===== src/sv/rbd_pkg.sv =====
// shared types and constants for the ring buffer deque
`default_nettype none
package rbd_pkg;

    localparam int DEPTH      = 64;
    localparam int DATA_WIDTH = 32;
    localparam int AW         = $clog2(DEPTH);
    localparam int CW         = AW + 1;

    // request kinds
    localparam logic [1:0] REQ_PUSH_TAIL = 2'd0;
    localparam logic [1:0] REQ_POP_HEAD  = 2'd1;
    localparam logic [1:0] REQ_POP_TAIL  = 2'd2;
    localparam logic [1:0] REQ_PEEK_HEAD = 2'd3;

    typedef struct packed {
        logic [1:0]            req_type;
        logic [DATA_WIDTH-1:0] push_data;
    } t_req;

    typedef struct packed {
        logic                  ok;
        logic [DATA_WIDTH-1:0] read_data;
        logic [CW-1:0]         fill_count;
        logic                  empty_flag;
    } t_rsp;

endpackage
`default_nettype wire


===== src/sv/rbd_slot_ram.sv =====
// slot storage: one write port, one read port with registered read data
`default_nettype none
module rbd_slot_ram
    import rbd_pkg::*;
(
    input  wire logic                  i_clk,
    input  wire logic                  i_we,
    input  wire logic [AW-1:0]         i_waddr,
    input  wire logic [DATA_WIDTH-1:0] i_wdata,
    input  wire logic                  i_re,
    input  wire logic [AW-1:0]         i_raddr,
    output logic      [DATA_WIDTH-1:0] o_rdata
);

    logic [DATA_WIDTH-1:0] mem [DEPTH];

    // write port
    always_ff @(posedge i_clk) begin
        if (i_we) begin
            mem[i_waddr] <= i_wdata;
        end
    end

    // read port, registered read data
    always_ff @(posedge i_clk) begin
        if (i_re) begin
            o_rdata <= mem[i_raddr];
        end
    end

endmodule
`default_nettype wire


===== src/sv/ring_buffer_deque_unit.sv =====
// ring buffer deque top level: pointer control, slot memory and result register
// a request's result passes the pending register and the slot memory read, then the result register
// a new request is stalled while the last one waits for slot memory read data or a stalled result is held
// reset: buffer empty, head and tail at slot 0, capacity at the full depth
// slot memory contents are not cleared by reset; a capacity write empties the buffer
`default_nettype none
module ring_buffer_deque_unit
    import rbd_pkg::*;
(
    input  wire logic          i_clk,
    input  wire logic          i_rst_n,
    // request channel
    input  wire logic          i_in_valid,
    output logic               o_in_stall,
    input  wire t_req          i_in_data,
    // result channel
    output logic               o_out_valid,
    input  wire logic          i_out_stall,
    output t_rsp               o_out_data,
    // capacity register write
    input  wire logic          i_cfg_valid,
    output logic               o_cfg_ready,
    input  wire logic [CW-1:0] i_cfg_data
);

    localparam logic [CW-1:0] CAP_MAX = CW'(DEPTH);

    logic [CW-1:0] r_cap,   n_cap;
    logic [AW-1:0] r_head,  n_head;
    logic [AW-1:0] r_tail,  n_tail;
    logic [CW-1:0] r_count, n_count;

    logic          r_pend;
    logic          r_pend_ok;
    logic          r_pend_rd;
    logic [CW-1:0] r_pend_count;

    logic          r_out_valid;
    t_rsp          r_out;

    logic          in_acc;
    logic          cfg_acc;
    logic          ok;
    logic          rd;
    logic          we;
    logic [AW-1:0] raddr;
    logic [CW-1:0] head_inc;
    logic [CW-1:0] tail_inc;
    logic [AW-1:0] head_fwd;
    logic [AW-1:0] tail_fwd;
    logic [AW-1:0] tail_back;
    logic [CW-1:0] cap_m1;
    logic [CW-1:0] cfg_cap;
    logic [DATA_WIDTH-1:0] ram_q;

    // handshakes
    assign o_cfg_ready = 1'b1;
    assign cfg_acc     = i_cfg_valid;
    assign o_in_stall  = r_pend || (r_out_valid && i_out_stall);
    assign in_acc      = i_in_valid && !o_in_stall;

    // pointer steps wrapping at the configured capacity
    assign head_inc  = {1'b0, r_head} + CW'(1);
    assign tail_inc  = {1'b0, r_tail} + CW'(1);
    assign head_fwd  = (head_inc >= r_cap) ? '0 : head_inc[AW-1:0];
    assign tail_fwd  = (tail_inc >= r_cap) ? '0 : tail_inc[AW-1:0];
    assign cap_m1    = r_cap - CW'(1);
    assign tail_back = (r_tail == '0) ? cap_m1[AW-1:0] : r_tail - AW'(1);

    // capacity clamp on write
    always_comb begin
        if (i_cfg_data == '0) begin
            cfg_cap = CW'(1);
        end else if (i_cfg_data > CAP_MAX) begin
            cfg_cap = CAP_MAX;
        end else begin
            cfg_cap = i_cfg_data;
        end
    end

    // request decode and next pointer state
    always_comb begin
        n_cap   = r_cap;
        n_head  = r_head;
        n_tail  = r_tail;
        n_count = r_count;
        ok      = 1'b0;
        rd      = 1'b0;
        we      = 1'b0;
        raddr   = r_head;
        if (in_acc) begin
            case (i_in_data.req_type)
                REQ_PUSH_TAIL: begin
                    if (r_count < r_cap) begin
                        ok      = 1'b1;
                        we      = 1'b1;
                        n_tail  = tail_fwd;
                        n_count = r_count + CW'(1);
                    end
                end
                REQ_POP_HEAD: begin
                    if (r_count != '0) begin
                        ok      = 1'b1;
                        rd      = 1'b1;
                        n_head  = head_fwd;
                        n_count = r_count - CW'(1);
                    end
                end
                REQ_POP_TAIL: begin
                    if (r_count != '0) begin
                        ok      = 1'b1;
                        rd      = 1'b1;
                        raddr   = tail_back;
                        n_tail  = tail_back;
                        n_count = r_count - CW'(1);
                    end
                end
                REQ_PEEK_HEAD: begin
                    if (r_count != '0) begin
                        ok = 1'b1;
                        rd = 1'b1;
                    end
                end
                default: begin
                    ok = 1'b0;
                end
            endcase
        end
        if (cfg_acc) begin
            n_cap   = cfg_cap;
            n_head  = '0;
            n_tail  = '0;
            n_count = '0;
        end
    end

    // slot memory
    rbd_slot_ram u_ram (
        .i_clk   (i_clk),
        .i_we    (we),
        .i_waddr (r_tail),
        .i_wdata (i_in_data.push_data),
        .i_re    (rd),
        .i_raddr (raddr),
        .o_rdata (ram_q)
    );

    // pointer and capacity registers
    always_ff @(posedge i_clk) begin
        if (!i_rst_n) begin
            r_cap   <= CAP_MAX;
            r_head  <= '0;
            r_tail  <= '0;
            r_count <= '0;
        end else begin
            r_cap   <= n_cap;
            r_head  <= n_head;
            r_tail  <= n_tail;
            r_count <= n_count;
        end
    end

    // request waiting for memory read data
    always_ff @(posedge i_clk) begin
        if (!i_rst_n) begin
            r_pend <= 1'b0;
        end else begin
            r_pend <= in_acc;
        end
    end

    always_ff @(posedge i_clk) begin
        if (in_acc) begin
            r_pend_ok    <= ok;
            r_pend_rd    <= rd;
            r_pend_count <= n_count;
        end
    end

    // result register
    always_ff @(posedge i_clk) begin
        if (!i_rst_n) begin
            r_out_valid <= 1'b0;
        end else if (r_pend) begin
            r_out_valid <= 1'b1;
        end else if (!i_out_stall) begin
            r_out_valid <= 1'b0;
        end
    end

    always_ff @(posedge i_clk) begin
        if (r_pend) begin
            r_out.ok         <= r_pend_ok;
            r_out.read_data  <= r_pend_rd ? ram_q : '0;
            r_out.fill_count <= r_pend_count;
            r_out.empty_flag <= (r_pend_count == '0);
        end
    end

    assign o_out_valid = r_out_valid;
    assign o_out_data  = r_out;

endmodule
`default_nettype wire

===== config.mk =====
export PLATFORM = sky130hd
export DESIGN_NAME = ring_buffer_deque_unit
export DESIGN_NICKNAME = d
export VERILOG_FILES = /design/src/sv/rbd_pkg.sv /design/src/sv/rbd_slot_ram.sv /design/src/sv/ring_buffer_deque_unit.sv
export SDC_FILE = /design/constraint.sdc
export NUM_CORES = 2
export LEC_CHECK = 0
export BUFFER_PORTS_ARGS = -buffer_cell sky130_fd_sc_hd__buf_2
export CAP_MARGIN = 20
export CORE_ASPECT_RATIO = 1.2
export CORE_UTILIZATION = 35
export DETAILED_ROUTE_END_ITERATION = 8
export PLACE_DENSITY = 0.53
export SLEW_MARGIN = 20
export SYNTH_ARGS = -nofsm -noshare
export SYNTH_HDL_FRONTEND = slang
export SYNTH_SLANG_ARGS = --single-unit
export TNS_END_PERCENT = 10

===== constraint.sdc =====
create_clock -name i_clk -period 10.2 [get_ports i_clk]
set_input_delay 2.04 -clock i_clk [delete_from_list [all_inputs] [get_ports i_clk]]
set_output_delay 2.04 -clock i_clk [all_outputs]
set_load 0.01 [all_outputs]

[After elaboration in Yosys (flattened, before gate mapping)]
Memory sizes are Yosys's and may differ from the RTL's. A register that Yosys moved wholly into a read port is not among the register bits.
Index checks and enable logic that the tools add are counted.
Operators by class
  $lt $le $gt $ge: 4
  bitwise gates (word level): 1
  equality and inequality tests: 6
  multiplexer cells: 27
  $add $sub $neg: 6
  reduce and logical (&&, ||, !) cells: 15
Operator list (count)
  two-way mux 6 bit: 8
  two-way mux 7 bit: 6
  adder 6 x 1 -> 7 bit, second input constant: 2
  >= comparator 7 bit: 2
  zero test 7 bit: 2
  one-hot mux 7 bit (2 select lines): 1
  one-hot mux 6 bit (2 select lines): 1
  subtractor 6 x 1 -> 6 bit, second input constant: 2
  two-way mux 1 bit: 10
  adder 7 x 1 -> 7 bit, second input constant: 1
  greater-than comparator 7 bit, second input constant: 1
  < comparator 7 bit: 1
  nonzero test 7 bit: 1
  subtractor 7 x 1 -> 7 bit, second input constant: 1
  zero test 6 bit: 1
  equality test 2 bit, second input constant: 2
  != test 2 bit, second input constant: 2
  AND reduction 4 bit: 1
  OR reduction 2 bit: 2
  AND reduction 3 bit: 1
  OR reduction 3 bit: 1
  equality test 2 x 1 -> 1 bit, second input constant: 1
  logical AND 1 bit: 2
  zero test 2 bit: 1
  other kinds (6): 6
Word-level totals
  memory bits (writable): 2048
  output and inout port bits: 44
  flip-flop bits (word level): 78
  memories: 1
Memories
  u_ram.mem: words 64, bits a word 32, read ports 1, clocked after memory_dff 1, write ports 1, RTL line rbd_slot_ram.sv:15  | logic [DATA_WIDTH-1:0] mem [DEPTH];

[Depth between registers and ports, before layout]
  depth after elaboration: 7
  gate-level depth with buffers: 18
  depth with buffers taken out: 12

[Cells and area by module]
Synthesis repeated with hierarchy kept, for this count alone.
Second synthesis, totals
  cell total of the unflattened synthesis: 3750
  area, all modules: 83202.3 sq um
Modules (own cells, without submodules)
  rbd_slot_ram: cells each 3324, times used 1, sequential area each 62459.9 sq um, area an instance 78835.6 sq um
  ring_buffer_deque_unit: cells each 426, times used 1, sequential area each 2062.0 sq um, area an instance 4366.7 sq um

[Worst setup path before layout]
Ideal clock, no wire load.
  path kind: input to register
  start point: input port i_in_data[32] (netlist name)
  end point: memory u_ram.mem[54][0] (enable)
  required time: 9.779 ns
  cell stages on the path: 8
  slack: 4.750 ns
  path buffers: 1
  library setup time: 0.421 ns
  data arrival time: 5.029 ns
  cells stage by stage: inv_1 -> ha_1 -> clkbuf_1 -> inv_1 -> a211oi_1 -> and3_1 -> nand3_1 -> nor2_1
Between the ends
  cells in the longest elaborated chain, start to end: 5
Ends and longest elaborated chain
  from (decl): RTL line ring_buffer_deque_unit.sv:15  | input wire t_req i_in_data,
  zero test 2 bit: RTL line ring_buffer_deque_unit.sv:92  | case (i_in_data.req_type)
  two-way mux 1 bit: RTL line ring_buffer_deque_unit.sv:92
  two-way mux 1 bit: RTL line ring_buffer_deque_unit.sv:91  | if (in_acc) begin
  two-way mux 1 bit: RTL line rbd_slot_ram.sv:19  | if (i_we) begin
  two-way mux 1 bit (implied by the code): RTL line rbd_slot_ram.sv:20  | mem[i_waddr] <= i_wdata;
  to (decl): RTL line rbd_slot_ram.sv:15
No other way between the ends.

[Worst setup path in the final report]
  start point: input port i_out_stall
  end point: register u_ram.o_rdata[23], read port of u_ram.mem, data pin
Between the ends
  cells in the longest elaborated chain, start to end: 5
  elaborated cells on any way between the ends: 6
Ends and longest elaborated chain
  from (decl): RTL line ring_buffer_deque_unit.sv:18  | input wire logic i_out_stall,
  logical AND 1 bit (*): RTL line ring_buffer_deque_unit.sv:59  | assign o_in_stall = r_pend || (r_out_valid && i_out_stall);
  logical OR 1 bit (*): RTL line ring_buffer_deque_unit.sv:59
  zero test 1 bit (*): RTL line ring_buffer_deque_unit.sv:60  | assign in_acc = i_in_valid && !o_in_stall;
  logical AND 1 bit (*): RTL line ring_buffer_deque_unit.sv:60
  named net in_acc: RTL line ring_buffer_deque_unit.sv:41  | logic in_acc;
  two-way mux 6 bit or two-way mux 1 bit (tied branches): RTL line ring_buffer_deque_unit.sv:91
  to (decl): RTL line rbd_slot_ram.sv:12  | output logic [DATA_WIDTH-1:0] o_rdata
Mark *: on every way through the listed nets, which the timed path passes. The rest lies on a longest branch.
A chain may end at the register's enable or synchronous reset.

==> reports/summary.md <==
For the pin with the worst max-slew slack, the measured transition is 1170 ps. The Yosys step of the flow raised 0 warnings. The tightest slew margin relative to the limit is 0.223. Dividing the detail-routed wire length by the instance count gives 29.5 um. The max-slew violation count was 0. Max-cap violations in this run came to 0. The logs give 0 for the number of setup buffers added after CTS and 0 for the number of remaining DRC errors. The run gives 2690 ps as the post-placement worst setup slack.

In the final timing run, aggregate negative setup slack is 0 ps. The switching power as a share of total power was 0.205; the aggregate routed wire length was 246 mm. Worst endpoint required time: 10780 ps. The die is 539 um tall. The port buffer count works out to 88. For the portion of total power attributed to the clock network, the log shows 0.421. Setup repair after global routing left no endpoint under its margin. Sorting the synthesized cells by how often they occur yields edfxtp_1, nand2_1, mux4_2. For the last weighted congestion value of the routability-driven placer, the log shows 0.790. The initial antenna violation count was 21; the synthesized area per cell was 17.4 sq um. End-of-flow core utilization: 0.400. Kind of start point of the critical path: a primary input.

The CTS clock-pin slew for the worst setup and hold paths is 60 ps. The region available for standard cell placement spans 238000 sq um. The run gives 45400 as the via count of the first global-routing pass.

The clock period minus worst slack was 6680 ps. The number of failing hold endpoints at the final stage was 0; the cell area after synthesis was 84000 sq um. For the global-route wire length before repair, the log shows 347 mm.

The part of the total power dissipated in sequential elements came out at 0.558. The power density over cell area works out to 183 nW/um^2. The tree is rooted in a clkbuf_16. Setup violations remaining at the end of the flow were counted as 0.

The number of cells on the worst reg-to-reg path is 12. In this run the critical register-to-register path is launched from r_pend. Counting every sink on the clock net gives 2158. The tools report the reg2reg setup slack as 3800 ps. The run gives 0.021 as the combinational group share of total power. Counting flops with a built-in enable in the synthesized netlist gives 2130. The share of synthesized registers carrying an async set or reset was 0; the final worst-path cycle share was 0.655. Counting every net in the synthesized netlist gives 4906. Traced cell by cell, the critical path runs through buf_2 > a21oi_1 > nand2_1 > clkinv_1 > nand3_2 > mux2i_4 > buf_12 > buf_4 > mux4_2 > a2111oi_0 > nor4_2 > or4_1. The flop and latch count out of synthesis works out to 2158.

The share of cells above drive strength 1 was 0.174. The critical path ends at u_ram.o_rdata[23]. For the number of H-tree levels, the log shows 4.

The most common cell in the synthesized netlist is edfxtp_1. The logs give 150 MHz for the maximum clock frequency and 7250 ps for the arrival time of data at the critical path endpoint. The run gives 45900 as the overall via count from detail_route. The slowest stage of the critical path belongs to the cell nand3_2. The largest total area in the synthesized netlist belongs to edfxtp_1. In this run the worst setup path begins at i_out_stall.

For the number of design-rule violations left by the first detailed-router iteration, the log shows 5277. Most common flop cell mapped by yosys: edfxtp_1. STA classifies the critical path endpoint as a flop.

The largest fanout on the critical path was 92; the number of I/O pins was 90. The final layout contains 5068 nets. The maximum clock path buffer count is 4, and the switching power total is 3.58 mW. The global-route total usage across every layer came out at 0.200. The tools report the area of the die as 242000 sq um. Yosys mapped the design onto 69 distinct sky130hd cell types.

The internal portion of the total power is 13.9 mW. For this run, the number of standard cells in the final layout without fillers is 8332. The global route total overflow was 0; the floorplan die width was 449 um. The worst IR drop on VDD came out at 130 uV. For this design the static power due to leakage is 30.5 nW. Across all setup checks in the final design, the least slack found is 3520 ps.

Once detail routing completed, the nets flagged for antenna violations numbered 0. Entering global routing, the biggest net connects 147 pins. The share of the yosys chip area belonging to registers is 0.768, and the count of filler cells inserted in the layout is 21300. For this design, the CTS-stage hold fixing added 0 buffers. Clock tree synthesis inserted a total of 210 buffers.

For the effective utilization at floorplan, the log shows 0.353. The logs give 133 mm for the total half-perimeter wirelength after legalization and detailed placement and 860 ps for the insertion delay of the later-clocked pin in the worst-skew pair. The critical path is of the in2reg type. Number of core rows: 196. The logs give 0 for the number of gates given a new drive strength after cts and 7946 for the number of cells in the design after placement. The relative area change from synthesis to final layout is 13.5%.

Endpoint of the worst register-to-register path: u_ram.o_rdata[23]. In the post-synthesis netlist, the biggest area contributors are edfxtp_1, mux4_2, nand2_1. The stage delay of the slowest cell on the critical path is 710 ps, and the mean number of vias per cell is 5.51. In this run the worst hold path is classified as reg2reg. The area fraction of the dominant cell type after synthesis works out to 0.762. The run finished with clean final reports.

Synthesis produced 4830 cells. TritonCTS built the clock tree. Before antenna repair, the detailed router went through 7 iterations. Across the routed clock network, the largest skew measured is 36.7 ps.
per-layer routing:
layer / vias up / share of wire / GRT usage
li1: 19400 / - / -
met1: 24400 / 0.41 / 0.270
met2: 1751 / 0.50 / 0.336
met3: 340 / 0.065 / 0.0284
met4: 8 / 0.027 / 0.0558
met5: - / 0.00022 / 0
worst min path at each step:
| stage | to | slack (ps) | cells after the start | start |
|---|---|---|---|---|
| 4_1_cts | o_out_data[40] | 430 | 0 | r_pend_ok |
| 2_1_floorplan | o_out_data[40] | 400 | 0 | r_pend_ok |
| 5_1_grt | o_out_data[40] | 440 | 0 | r_pend_ok |
| 6_report | o_out_data[40] | 420 | 0 | r_pend_ok |
| 3_5_place_dp | o_out_data[40] | 410 | 0 | r_pend_ok |
| 3_3_place_gp | o_out_data[40] | 410 | 0 | r_pend_ok |
layout by cell type (no fill, tap or decap), drive strengths merged, types with 21 or more instances in the layout:
cell     count
nor4b       23
a221oi      21
ha          30
a21oi      231
o22ai       26
nor2       105
or4         22
and3        42
mux4       296
edfxtp    2130
a2111oi     43
clkinv      95
mux2i       76
nand3      239
inv         22
a22oi      116
buf        235
and2        45
clkbuf     262
nand2      791
a211oi      28
dfxtp       28
flip-flops by register name, indices dropped and copies added (netlist names), 6 cells and up:
| signal | flops |
|---|---|
| u_ram.mem | 2048 |
| o_out_data | 41 |
| u_ram.o_rdata | 32 |
| r_cap | 7 |
| r_count | 7 |
| r_pend_count | 7 |
| r_head | 6 |
| r_tail | 6 |
worst max-delay path: cells and delay by family:
kind	cells	cell delay, ps
buf+inv	4	1740
simple gates	4	1680
mux	2	970
compound gates	2	650
power groups by stage:
stage | Combinational (mW) | Clock [mW] | Sequential [mW]
final | 0.361 | 7.36 | 9.77
after global routing | 0.388 | 7.78 | 9.76
after global placement | 0.352 | 0 | 9.96
after CTS | 0.361 | 7.48 | 9.77
after floorplan | 0.126 | 0 | 9.96
after detailed placement | 0.360 | 0 | 9.96
cells by family (layout without fill, tap and decap cells):
family | count (synthesis) | after routing | share of synthesized area
and+or+nand+nor | 1333 | 1333 | 0.0705
AOI/OAI and AO/OA | 611 | 611 | 0.0486
DFF | 2158 | 2158 | 0.768
buffers and inverters | 304 | 626 | 0.0169
muxes | 379 | 379 | 0.0896
other | 1 | 13 | 0.0000447
xor gates and xnor gates | 14 | 14 | 0.00146
adders and majority gates | 30 | 30 | 0.00447
metrics by stage:
stage	hold WS [ps]	total power, mW	cell area [sq um]
detailed placement	411	10.3	88900
global route	443	17.9	95300
finish	424	17.5	95300
floorplan	400	10.1	84000
global placement	407	10.3	88900
CTS	429	17.6	95200
final cells by class:
cell class | count | area (sq um) | area share
antenna | 12 | 30.0 | 0.000315
clock buffer | 262 | 5570 | 0.0584
clock inverter | 110 | 739 | 0.00776
inverter | 19 | 71.3 | 0.000748
multi-input combinational | 2368 | 18700 | 0.196
sequential | 2158 | 64500 | 0.677
tap | 3168 | 3960 | 0.0416
timing repair buffer | 235 | 1770 | 0.0185
Note: power is estimated with default switching activity, not from simulation.
